`src/rtl/grbf_pkg.sv`:
```
// Shared types, constants and the table generator for the Gaussian RBF kernel core.
// Used by grbf_ctrl, grbf_datapath and gaussian_rbf_kernel_core; depends on nothing.
package grbf_pkg;

    localparam int unsigned SUM_W          = 48;
    localparam int unsigned ELEM_W         = 16;
    localparam int unsigned SQ_W           = 32;
    localparam int unsigned IW_W           = 32;
    localparam int unsigned KV_W           = 16;
    localparam int unsigned EXP_TABLE_SIZE = 256;

    localparam logic [IW_W-1:0] INV_WIDTH_RST = 32'h0001_0000;
    localparam logic [31:0]     LOG2E_Q31     = 32'hB8AA_3B29;
    localparam logic [63:0]     LN2_Q62       = 64'h2C5C_85FD_F473_DE6A;
    localparam logic [63:0]     ONE_Q62       = 64'h4000_0000_0000_0000;
    localparam logic [52:0]     Q_LIMIT       = 53'd3221225472;

    typedef enum logic [2:0] {
        S_ACC,
        S_DRAIN,
        S_MUL_LO,
        S_MUL_HI,
        S_RANGE,
        S_LOG,
        S_INDEX,
        S_EMIT
    } state_t;

    typedef struct packed {
        logic take_in;
        logic mul_lo;
        logic mul_hi;
        logic range_chk;
        logic log_mul;
        logic index;
        logic load_out;
    } cmd_t;

    typedef struct packed {
        logic out_free;
    } status_t;

    // One table entry: round(65535 * 2^(-k/N)) with x = k * step, step = ln2/N in Q62.
    function automatic logic [15:0] exp_entry(input int unsigned k, input logic [63:0] step);
        logic [63:0]  x;
        logic [63:0]  term;
        logic [63:0]  val;
        logic [63:0]  e46;
        logic [127:0] prod;
        logic [63:0]  rnd;
        x    = step * 64'(k);
        term = ONE_Q62;
        val  = ONE_Q62;
        for (int i = 1; i <= 30; i++) begin
            prod = {64'd0, term} * {64'd0, x};
            term = prod[125:62] / 64'(i);
            if (i % 2 == 1)
                val = val - term;
            else
                val = val + term;
        end
        e46 = val >> 16;
        rnd = (64'd65535 * e46 + (64'd1 << 45)) >> 46;
        return rnd[15:0];
    endfunction

endpackage

```
`src/rtl/grbf_ctrl.sv`:
```
// Sequencing state machine for the Gaussian RBF kernel core.
// Depends on grbf_pkg; drives commands into grbf_datapath.
module grbf_ctrl
(
    input  logic              clk,
    input  logic              rst_n,
    input  logic              in_valid,
    input  logic              in_last,
    input  grbf_pkg::status_t status,
    output logic              in_ready,
    output grbf_pkg::cmd_t    cmd
);

    grbf_pkg::state_t state_reg;
    grbf_pkg::state_t state_next;

    always_ff @(posedge clk or negedge rst_n)
    begin
        if (!rst_n)
            state_reg <= grbf_pkg::S_ACC;
        else
            state_reg <= state_next;
    end

    always_comb
    begin
        state_next = state_reg;
        cmd        = '0;
        in_ready   = 1'b0;
        unique case (state_reg)
            grbf_pkg::S_ACC:
            begin
                in_ready    = 1'b1;
                cmd.take_in = in_valid;
                if (in_valid && in_last)
                    state_next = grbf_pkg::S_DRAIN;
            end
            grbf_pkg::S_DRAIN:
                state_next = grbf_pkg::S_MUL_LO;
            grbf_pkg::S_MUL_LO:
            begin
                cmd.mul_lo = 1'b1;
                state_next = grbf_pkg::S_MUL_HI;
            end
            grbf_pkg::S_MUL_HI:
            begin
                cmd.mul_hi = 1'b1;
                state_next = grbf_pkg::S_RANGE;
            end
            grbf_pkg::S_RANGE:
            begin
                cmd.range_chk = 1'b1;
                state_next    = grbf_pkg::S_LOG;
            end
            grbf_pkg::S_LOG:
            begin
                cmd.log_mul = 1'b1;
                state_next  = grbf_pkg::S_INDEX;
            end
            grbf_pkg::S_INDEX:
            begin
                cmd.index  = 1'b1;
                state_next = grbf_pkg::S_EMIT;
            end
            grbf_pkg::S_EMIT:
            begin
                if (status.out_free)
                begin
                    cmd.load_out = 1'b1;
                    state_next   = grbf_pkg::S_ACC;
                end
            end
            default:
                state_next = grbf_pkg::S_ACC;
        endcase
    end

endmodule

```
`src/rtl/grbf_datapath.sv`:
```
// Datapath of the Gaussian RBF kernel core: squared-difference accumulator,
// shared scaling multiplier, base-2 exponential with table lookup, output register.
// Depends on grbf_pkg; commanded by grbf_ctrl.
module grbf_datapath
#(
    parameter int unsigned EXP_TABLE_SIZE = grbf_pkg::EXP_TABLE_SIZE
)
(
    input  logic                                clk,
    input  logic                                rst_n,
    input  grbf_pkg::cmd_t                      cmd,
    output grbf_pkg::status_t                   status,
    input  logic signed [grbf_pkg::ELEM_W-1:0]  a_elem,
    input  logic signed [grbf_pkg::ELEM_W-1:0]  b_elem,
    input  logic                                last,
    input  logic                                cfg_valid,
    input  logic [grbf_pkg::IW_W-1:0]           cfg_data,
    output logic                                out_valid,
    input  logic                                out_ready,
    output logic [grbf_pkg::KV_W-1:0]           kernel_value,
    output logic                                saturated
);

    localparam int unsigned IDX_W = (EXP_TABLE_SIZE > 1) ? $clog2(EXP_TABLE_SIZE) : 1;
    localparam int unsigned NW    = $clog2(EXP_TABLE_SIZE + 1);
    localparam logic [63:0] STEP  = grbf_pkg::LN2_Q62 / 64'(EXP_TABLE_SIZE);

    logic [15:0] exp_rom [EXP_TABLE_SIZE];

    for (genvar k = 0; k < EXP_TABLE_SIZE; k++)
    begin : g_rom
        localparam logic [15:0] ENTRY = grbf_pkg::exp_entry(k, STEP);
        assign exp_rom[k] = ENTRY;
    end

    logic [grbf_pkg::IW_W-1:0]  iw_reg;
    logic [grbf_pkg::SQ_W-1:0]  sq_reg;
    logic                       sq_vld_reg;
    logic                       sq_last_reg;
    logic [grbf_pkg::SUM_W-1:0] sum_reg;
    logic                       ovf_reg;
    logic [grbf_pkg::SUM_W-1:0] snap_sum_reg;
    logic                       snap_ovf_reg;
    logic [63:0]                plo_reg;
    logic [63:0]                phi_reg;
    logic [31:0]                q_reg;
    logic                       zero_q_reg;
    logic [63:0]                y_reg;
    logic [IDX_W-1:0]           idx_reg;
    logic [3:0]                 shift_reg;
    logic                       zero_reg;
    logic [grbf_pkg::KV_W-1:0]  kv_reg;
    logic                       sat_reg;
    logic                       out_valid_reg;
    logic                       out_valid_next;

    logic signed [16:0]         diff;
    logic [16:0]                mag;
    logic [grbf_pkg::SQ_W-1:0]  sq_next;
    logic [grbf_pkg::SUM_W:0]   acc_sum;
    logic [grbf_pkg::SUM_W-1:0] sum_new;
    logic                       ovf_new;
    logic [15:0]                mul_b;
    logic [63:0]                mul_p;
    logic [52:0]                q_full;
    logic                       zero_q_next;
    logic [46+NW:0]             idx_prod;
    logic                       zero_next;
    logic [15:0]                rom_word;

    // Squared difference of one request
    assign diff    = 17'(a_elem) - 17'(b_elem);
    assign mag     = diff[16] ? 17'(-diff) : 17'(diff);
    assign sq_next = 32'(mag[15:0]) * 32'(mag[15:0]);

    // Saturating accumulate
    assign acc_sum = {1'b0, sum_reg} + 49'(sq_reg);
    assign sum_new = acc_sum[grbf_pkg::SUM_W] ? '1 : acc_sum[grbf_pkg::SUM_W-1:0];
    assign ovf_new = ovf_reg | acc_sum[grbf_pkg::SUM_W];

    // Shared sum * inv_width multiplier, one 16-bit half per cycle
    assign mul_b = cmd.mul_hi ? iw_reg[31:16] : iw_reg[15:0];
    assign mul_p = 64'(snap_sum_reg) * 64'(mul_b);

    assign q_full      = {phi_reg[48:0], 4'd0} + 53'(plo_reg[63:12]);
    assign zero_q_next = (phi_reg[63:48] != 16'd0) || (q_full >= grbf_pkg::Q_LIMIT);

    assign idx_prod  = (47+NW)'(y_reg[58:12]) * (47+NW)'(EXP_TABLE_SIZE);
    assign zero_next = zero_q_reg || y_reg[63];

    assign rom_word = exp_rom[idx_reg];

    assign status.out_free = !out_valid_reg || out_ready;

    always_comb
    begin
        out_valid_next = out_valid_reg;
        if (cmd.load_out)
            out_valid_next = 1'b1;
        else if (out_ready)
            out_valid_next = 1'b0;
    end

    always_ff @(posedge clk or negedge rst_n)
    begin
        if (!rst_n)
        begin
            iw_reg        <= grbf_pkg::INV_WIDTH_RST;
            sq_vld_reg    <= 1'b0;
            sq_last_reg   <= 1'b0;
            sum_reg       <= '0;
            ovf_reg       <= 1'b0;
            out_valid_reg <= 1'b0;
        end
        else
        begin
            if (cfg_valid)
                iw_reg <= cfg_data;
            sq_vld_reg    <= cmd.take_in;
            sq_last_reg   <= cmd.take_in && last;
            out_valid_reg <= out_valid_next;
            if (sq_vld_reg)
            begin
                if (sq_last_reg)
                begin
                    sum_reg <= '0;
                    ovf_reg <= 1'b0;
                end
                else
                begin
                    sum_reg <= sum_new;
                    ovf_reg <= ovf_new;
                end
            end
        end
    end

    always_ff @(posedge clk)
    begin
        if (cmd.take_in)
            sq_reg <= sq_next;
        if (sq_vld_reg && sq_last_reg)
        begin
            snap_sum_reg <= sum_new;
            snap_ovf_reg <= ovf_new;
        end
        if (cmd.mul_lo)
            plo_reg <= mul_p;
        if (cmd.mul_hi)
            phi_reg <= mul_p;
        if (cmd.range_chk)
        begin
            q_reg      <= q_full[31:0];
            zero_q_reg <= zero_q_next;
        end
        if (cmd.log_mul)
            y_reg <= 64'(q_reg) * 64'(grbf_pkg::LOG2E_Q31);
        if (cmd.index)
        begin
            idx_reg   <= idx_prod[47 +: IDX_W];
            shift_reg <= y_reg[62:59];
            zero_reg  <= zero_next;
        end
        if (cmd.load_out)
        begin
            kv_reg  <= zero_reg ? '0 : (rom_word >> shift_reg);
            sat_reg <= snap_ovf_reg;
        end
    end

    assign out_valid    = out_valid_reg;
    assign kernel_value = kv_reg;
    assign saturated    = sat_reg;

endmodule

```
`src/rtl/gaussian_rbf_kernel_core.sv`:
```
// Top level of the Gaussian RBF kernel core: controller plus datapath.
// Depends on grbf_pkg, grbf_ctrl and grbf_datapath.
//
// Usage:
//   Stream element pairs (a_elem, b_elem) of two equal-length Q3.12 vectors on
//   in_valid/in_ready, one request per cycle; mark the final pair with last.
//   Each pair adds (a-b)^2 to a saturating 48-bit sum.
//   After the last pair the block emits one result on out_valid/out_ready:
//   kernel_value = exp(-sum*inv_width) in Q0.16 and saturated, the sticky
//   overflow flag of that vector. Sum and flag then clear for the next vector.
//   Throughput: one pair per cycle within a vector. After a last pair in_ready
//   stays low while the exponential runs through the shared 48x16 multiplier,
//   the log2(e) multiply, the index multiply and the table lookup, and until
//   the result is loaded into the output register.
//   A stalled receiver holds the result in the output register; the next
//   vector streams in meanwhile, and only its exponential waits for the slot.
//   inv_width (Q16.16) is written on cfg_valid/cfg_ready, always ready; write it
//   only while idle, the block itself does not enforce this. Reset clears the sum
//   and flag, empties the output register and sets inv_width to 1.0.
module gaussian_rbf_kernel_core
#(
    parameter int unsigned EXP_TABLE_SIZE = grbf_pkg::EXP_TABLE_SIZE
)
(
    input  logic                                clk,
    input  logic                                rst_n,
    input  logic                                in_valid,
    output logic                                in_ready,
    input  logic signed [grbf_pkg::ELEM_W-1:0]  a_elem,
    input  logic signed [grbf_pkg::ELEM_W-1:0]  b_elem,
    input  logic                                last,
    output logic                                out_valid,
    input  logic                                out_ready,
    output logic [grbf_pkg::KV_W-1:0]           kernel_value,
    output logic                                saturated,
    input  logic                                cfg_valid,
    output logic                                cfg_ready,
    input  logic [grbf_pkg::IW_W-1:0]           cfg_data
);

    grbf_pkg::cmd_t    cmd;
    grbf_pkg::status_t status;

    assign cfg_ready = 1'b1;

    grbf_ctrl u_ctrl
    (
        .clk      (clk),
        .rst_n    (rst_n),
        .in_valid (in_valid),
        .in_last  (last),
        .status   (status),
        .in_ready (in_ready),
        .cmd      (cmd)
    );

    grbf_datapath
    #(
        .EXP_TABLE_SIZE (EXP_TABLE_SIZE)
    )
    u_datapath
    (
        .clk          (clk),
        .rst_n        (rst_n),
        .cmd          (cmd),
        .status       (status),
        .a_elem       (a_elem),
        .b_elem       (b_elem),
        .last         (last),
        .cfg_valid    (cfg_valid && cfg_ready),
        .cfg_data     (cfg_data),
        .out_valid    (out_valid),
        .out_ready    (out_ready),
        .kernel_value (kernel_value),
        .saturated    (saturated)
    );

    a_last_stops_input: assert property (@(posedge clk) disable iff (!rst_n)
        in_valid && in_ready && last |=> !in_ready)
        else $error("input taken right after a last request");

    a_result_only_when_busy: assert property (@(posedge clk) disable iff (!rst_n)
        $rose(out_valid) |-> $past(!in_ready))
        else $error("result loaded while pairs were being accepted");

    a_cmd_exclusive: assert property (@(posedge clk) disable iff (!rst_n)
        $onehot0({cmd.take_in, cmd.mul_lo, cmd.mul_hi, cmd.range_chk,
                  cmd.log_mul, cmd.index, cmd.load_out}))
        else $error("more than one datapath command in a cycle");

endmodule
```
`config.mk`:
```
export PLATFORM = sky130hd
export DESIGN_NAME = gaussian_rbf_kernel_core
export DESIGN_NICKNAME = d
export VERILOG_FILES = /design/src/rtl/grbf_pkg.sv /design/src/rtl/grbf_ctrl.sv /design/src/rtl/grbf_datapath.sv /design/src/rtl/gaussian_rbf_kernel_core.sv
export SDC_FILE = /design/constraint.sdc
export NUM_CORES = 2
export LEC_CHECK = 0
export ABC_AREA = 1
export BUFFER_PORTS_ARGS = -buffer_cell sky130_fd_sc_hd__buf_2
export CORE_MARGIN = 8
export CORE_UTILIZATION = 58
export CTS_CLUSTER_SIZE = 12
export DETAILED_ROUTE_END_ITERATION = 10
export PLACE_DENSITY_LB_ADDON = 0.2
export SLEW_MARGIN = 10
export SYNTH_ARGS = -nofsm -noshare
export SYNTH_HDL_FRONTEND = slang
export SYNTH_HIERARCHICAL = 1
export SYNTH_SLANG_ARGS = --single-unit
```
`constraint.sdc`:
```
create_clock -name clk -period 10.9 [get_ports clk]
set_input_delay 2.18 -clock clk [delete_from_list [all_inputs] [get_ports clk]]
set_output_delay 2.18 -clock clk [all_outputs]
set_load 0.02 [all_outputs]
```
==> results.md <==
- The flow ran to the end, and the final reports show no timing, DRC or antenna violations.
- The highest net fanout along the worst path is 8.
- The die covers 134000 µm².
- The post-synthesis instance area is 70900 µm².
- The die is 366 µm tall.
- For this run, the slowest stage of the critical path takes approximately 610 ps.
- The most common cell in the netlist is sky130_fd_sc_hd__inv_1.
- sky130_fd_sc_hd__fa_1 takes more of the synthesized area than any other cell.
- The routed wirelength normalized by instance count is 22.0 µm.
- The total congestion overflow after global routing is 0.
- The hold slack is between 400 and 500 ps.
- Dividing the detail-routed via count by the number of cells gives about 5.7.
- In the synthesized netlist the dominant register cell turns out to be sky130_fd_sc_hd__edfxtp_1.
- The upper clock frequency limit is 103 MHz.
- The via count of the first global-routing pass is 61700.
- The share of async-settable or async-resettable flops after synthesis is 0.242.
- The worst setup path is launched from an input port.
- The min-delay analysis places its worst path in the category flop to flop.
- The pre-CTS setup slack is ~600 ps.
- The cell family with the largest share of critical-path delay is adder cells.
- The count of yosys warnings during synthesis is 6.
- The mean post-synth cell area is slightly above 8 µm².
- The count of pins over their slew limit is 0.
- The worst setup path is captured at a flop.
- Routability-driven placement finished with a final weighted congestion of 1.01.
- The number of hold violations in the final report is 0.
- The DRC marker count from the first detailed-route iteration is approximately 4900.
- Clock tree synthesis found a total of 359 sinks.
- The aggregate global-route resource usage is 0.341.
- The signed area change from the synthesized netlist to the final layout is 5.22%.
- The width of the die is ~370 µm.
- By area the synthesized netlist is led by sky130_fd_sc_hd__fa_1, sky130_fd_sc_hd__ha_1, sky130_fd_sc_hd__edfxtp_1.
- The core outline area is 122000 µm².
- The starting density of the core is 0.583.
- The number of distinct library cells after synthesis is between 60 and 70.
- The cell count after synthesis came out at between 8000 and 9000.
- The pin slew with the least headroom to its limit is about 1300 ps.
- The number of top-level design ports is 90.
- The commonest cells after synthesis are sky130_fd_sc_hd__inv_1, sky130_fd_sc_hd__nand2_1, sky130_fd_sc_hd__fa_1.
- The initial antenna violation count is 6.
- The flip-flop count of the largest register after layout is 64.
- Of the post-synthesis cell area, the dominant cell type holds 0.337.
- The final worst slack is around 1200 ps.
- The total setup violations reported at the end of the flow is 0.
- In this run the remaining antenna-violating nets after routing total 0.
- The H-tree was split into 2 levels.
- After clock tree synthesis, the repair step resized 0 gates.
- On the critical path, the stage with the largest delay is an instance of sky130_fd_sc_hd__fa_1.
- The clock network latency to the later pin of the worst-skew pair is around 640 ps.
- The remaining routing DRC violations is 0.
- The tightest slew margin relative to the limit is 0.109.
- Synthesis produced a netlist with a net count of around 11000.
- The buffer cell driving the clock tree root is sky130_fd_sc_hd__clkbuf_16.
- By instance count, the cell type seen most on the critical path is sky130_fd_sc_hd__fa_1.
- After detailed routing, the total wire length is 225 mm.
- The number of hold buffers added after CTS was 0.
- The post-route setup TNS is 0 ps.
- The synthesized flop and latch total is 359.
- In the final layout, the share of cells above drive strength 1 is 0.0398.
- Buffers inserted during clock tree synthesis total 43.
- The initialized floorplan defines around 130 standard-cell rows.
- The post-CTS setup-driven buffer insertion count is 0.
- The global-route wire length before repair is between 300 and 400 mm.
- The count of TritonRoute iterations in the first routing pass is 8.
- The count of buffering cells on the critical path with inverters included is 7.
- Setup repair after global routing left no endpoint under its margin.
- The number of enable-type register cells in the synthesized netlist is 272.
- The clock tree from TritonCTS is built.
- The share of the yosys chip area belonging to registers is 0.146.
- The worst clock skew is about 60 ps.
- The pin count of the biggest net entering global routing is between 60 and 70.
- Counting tap cells, the placed design contains a total of 10100 instances.
- In the finished design, the share of the clock period the worst path needs comes to 0.889.
- The clock passes through at most 3 buffers.
- The number of cells in the finished layout apart from fillers is just over 10000.
- The placed wire-length estimate after detailed placement is between 150 and 200 mm.
- In this run the tool buffered the top-level ports with 88 buffer cells.
- The number of nets in the layout is roughly 11000.
- The post-CTS clock slew at the launch and capture registers of the worst setup and hold paths is around 60 ps.
- The critical path is of the input port to flop type.
- The max-capacitance violation count is 0.
- The critical path data arrival time is slightly above 10000 ps.
- The critical path required time is 11280 ps.
- The detailed-route via count is about 60000.
- The shortest clock period the worst path allows after layout is between 9000 and 10000 ps.
==> layout by cell type, fill, tap and decap left out, drive strengths merged, types with 33 or more instances in the layout <==
cell    synthesis  layout
dfrtp          86      86
inv          1873    1878
xnor2          52      52
a31oi          49      49
buf            51     164
clkbuf        153      52
o211ai         33      33
nand2        1776    1776
edfxtp        272     272
nand4          50      50
a21oi         364     364
a21o           42      42
fa           1193    1193
xor2          116     116
ha            767     767
nor3           46      46
nand3         318     318
nor2          762     762
o21ai         332     332
==> routing by layer <==
layer / share of wire / global-route usage
met5: 0.00010 / 0
met4: 0.069 / 0.186
met3: 0.075 / 0.0545
met2: 0.48 / 0.575
met1: 0.38 / 0.419
==> final cells by class <==
cell class | count | area (µm²)
diodes | 3 | 7.51
multi-input cells | 6096 | 52700
fillers | 11000 | 47000
inverters | 1880 | 7060
well taps | 1625 | 2030
repair buffers | 164 | 1010
clock buffers | 52 | 1110
clock inverters | 27 | 327
flip-flops and latches | 359 | 10300
==> worst paths after layout <==
kind / from / slack (ps) / endpoint / depth (start not counted)
max: a_elem[0] / 1210 / u_datapath/sq_reg[28] / 38
min: u_datapath/plo_reg[13] / 420 / u_datapath/q_reg[1] / 0
max reg2reg: u_ctrl/state_reg[0] / 2060 / u_datapath/phi_reg[59] / 28
min reg2reg: u_datapath/plo_reg[13] / 420 / u_datapath/q_reg[1] / 0
max in group asynchronous: rst_n / 8170 / u_ctrl/state_reg[2] / 2
min in group asynchronous: rst_n / 1550 / u_datapath/sum_reg[22] / 1
==> cell families after synthesis <==
kind of cell,share of synthesized area
compound gates,0.0754
xor+xnor,0.0212
fa+ha+maj,0.472
buf+inv,0.112
flops,0.146
mux,0.000477
other cells,0.0000529
simple gates,0.173
==> per-stage QoR <==
step            util  area [µm²]
5_1_grt        0.613       74600
6_report       0.613       74600
3_5_place_dp   0.602       73100
2_1_floorplan      -       70900
3_3_place_gp   0.602       73100
4_1_cts        0.613       74600
==> worst register-to-register path: cells and delay by family, from the launching register on <==
family	cells	cell delay (ps)
AND/OR/NAND/NOR	9	1940
adder cells (fa/ha/maj)	8	3820
flip-flops	1	400
XOR/XNOR	1	310
AO/OA/AOI/OAI	2	260
buffers and inverters	8	1890
Power is not shown: default switching activity piles up to over one toggle a cycle in this logic, so the estimate is an artifact.
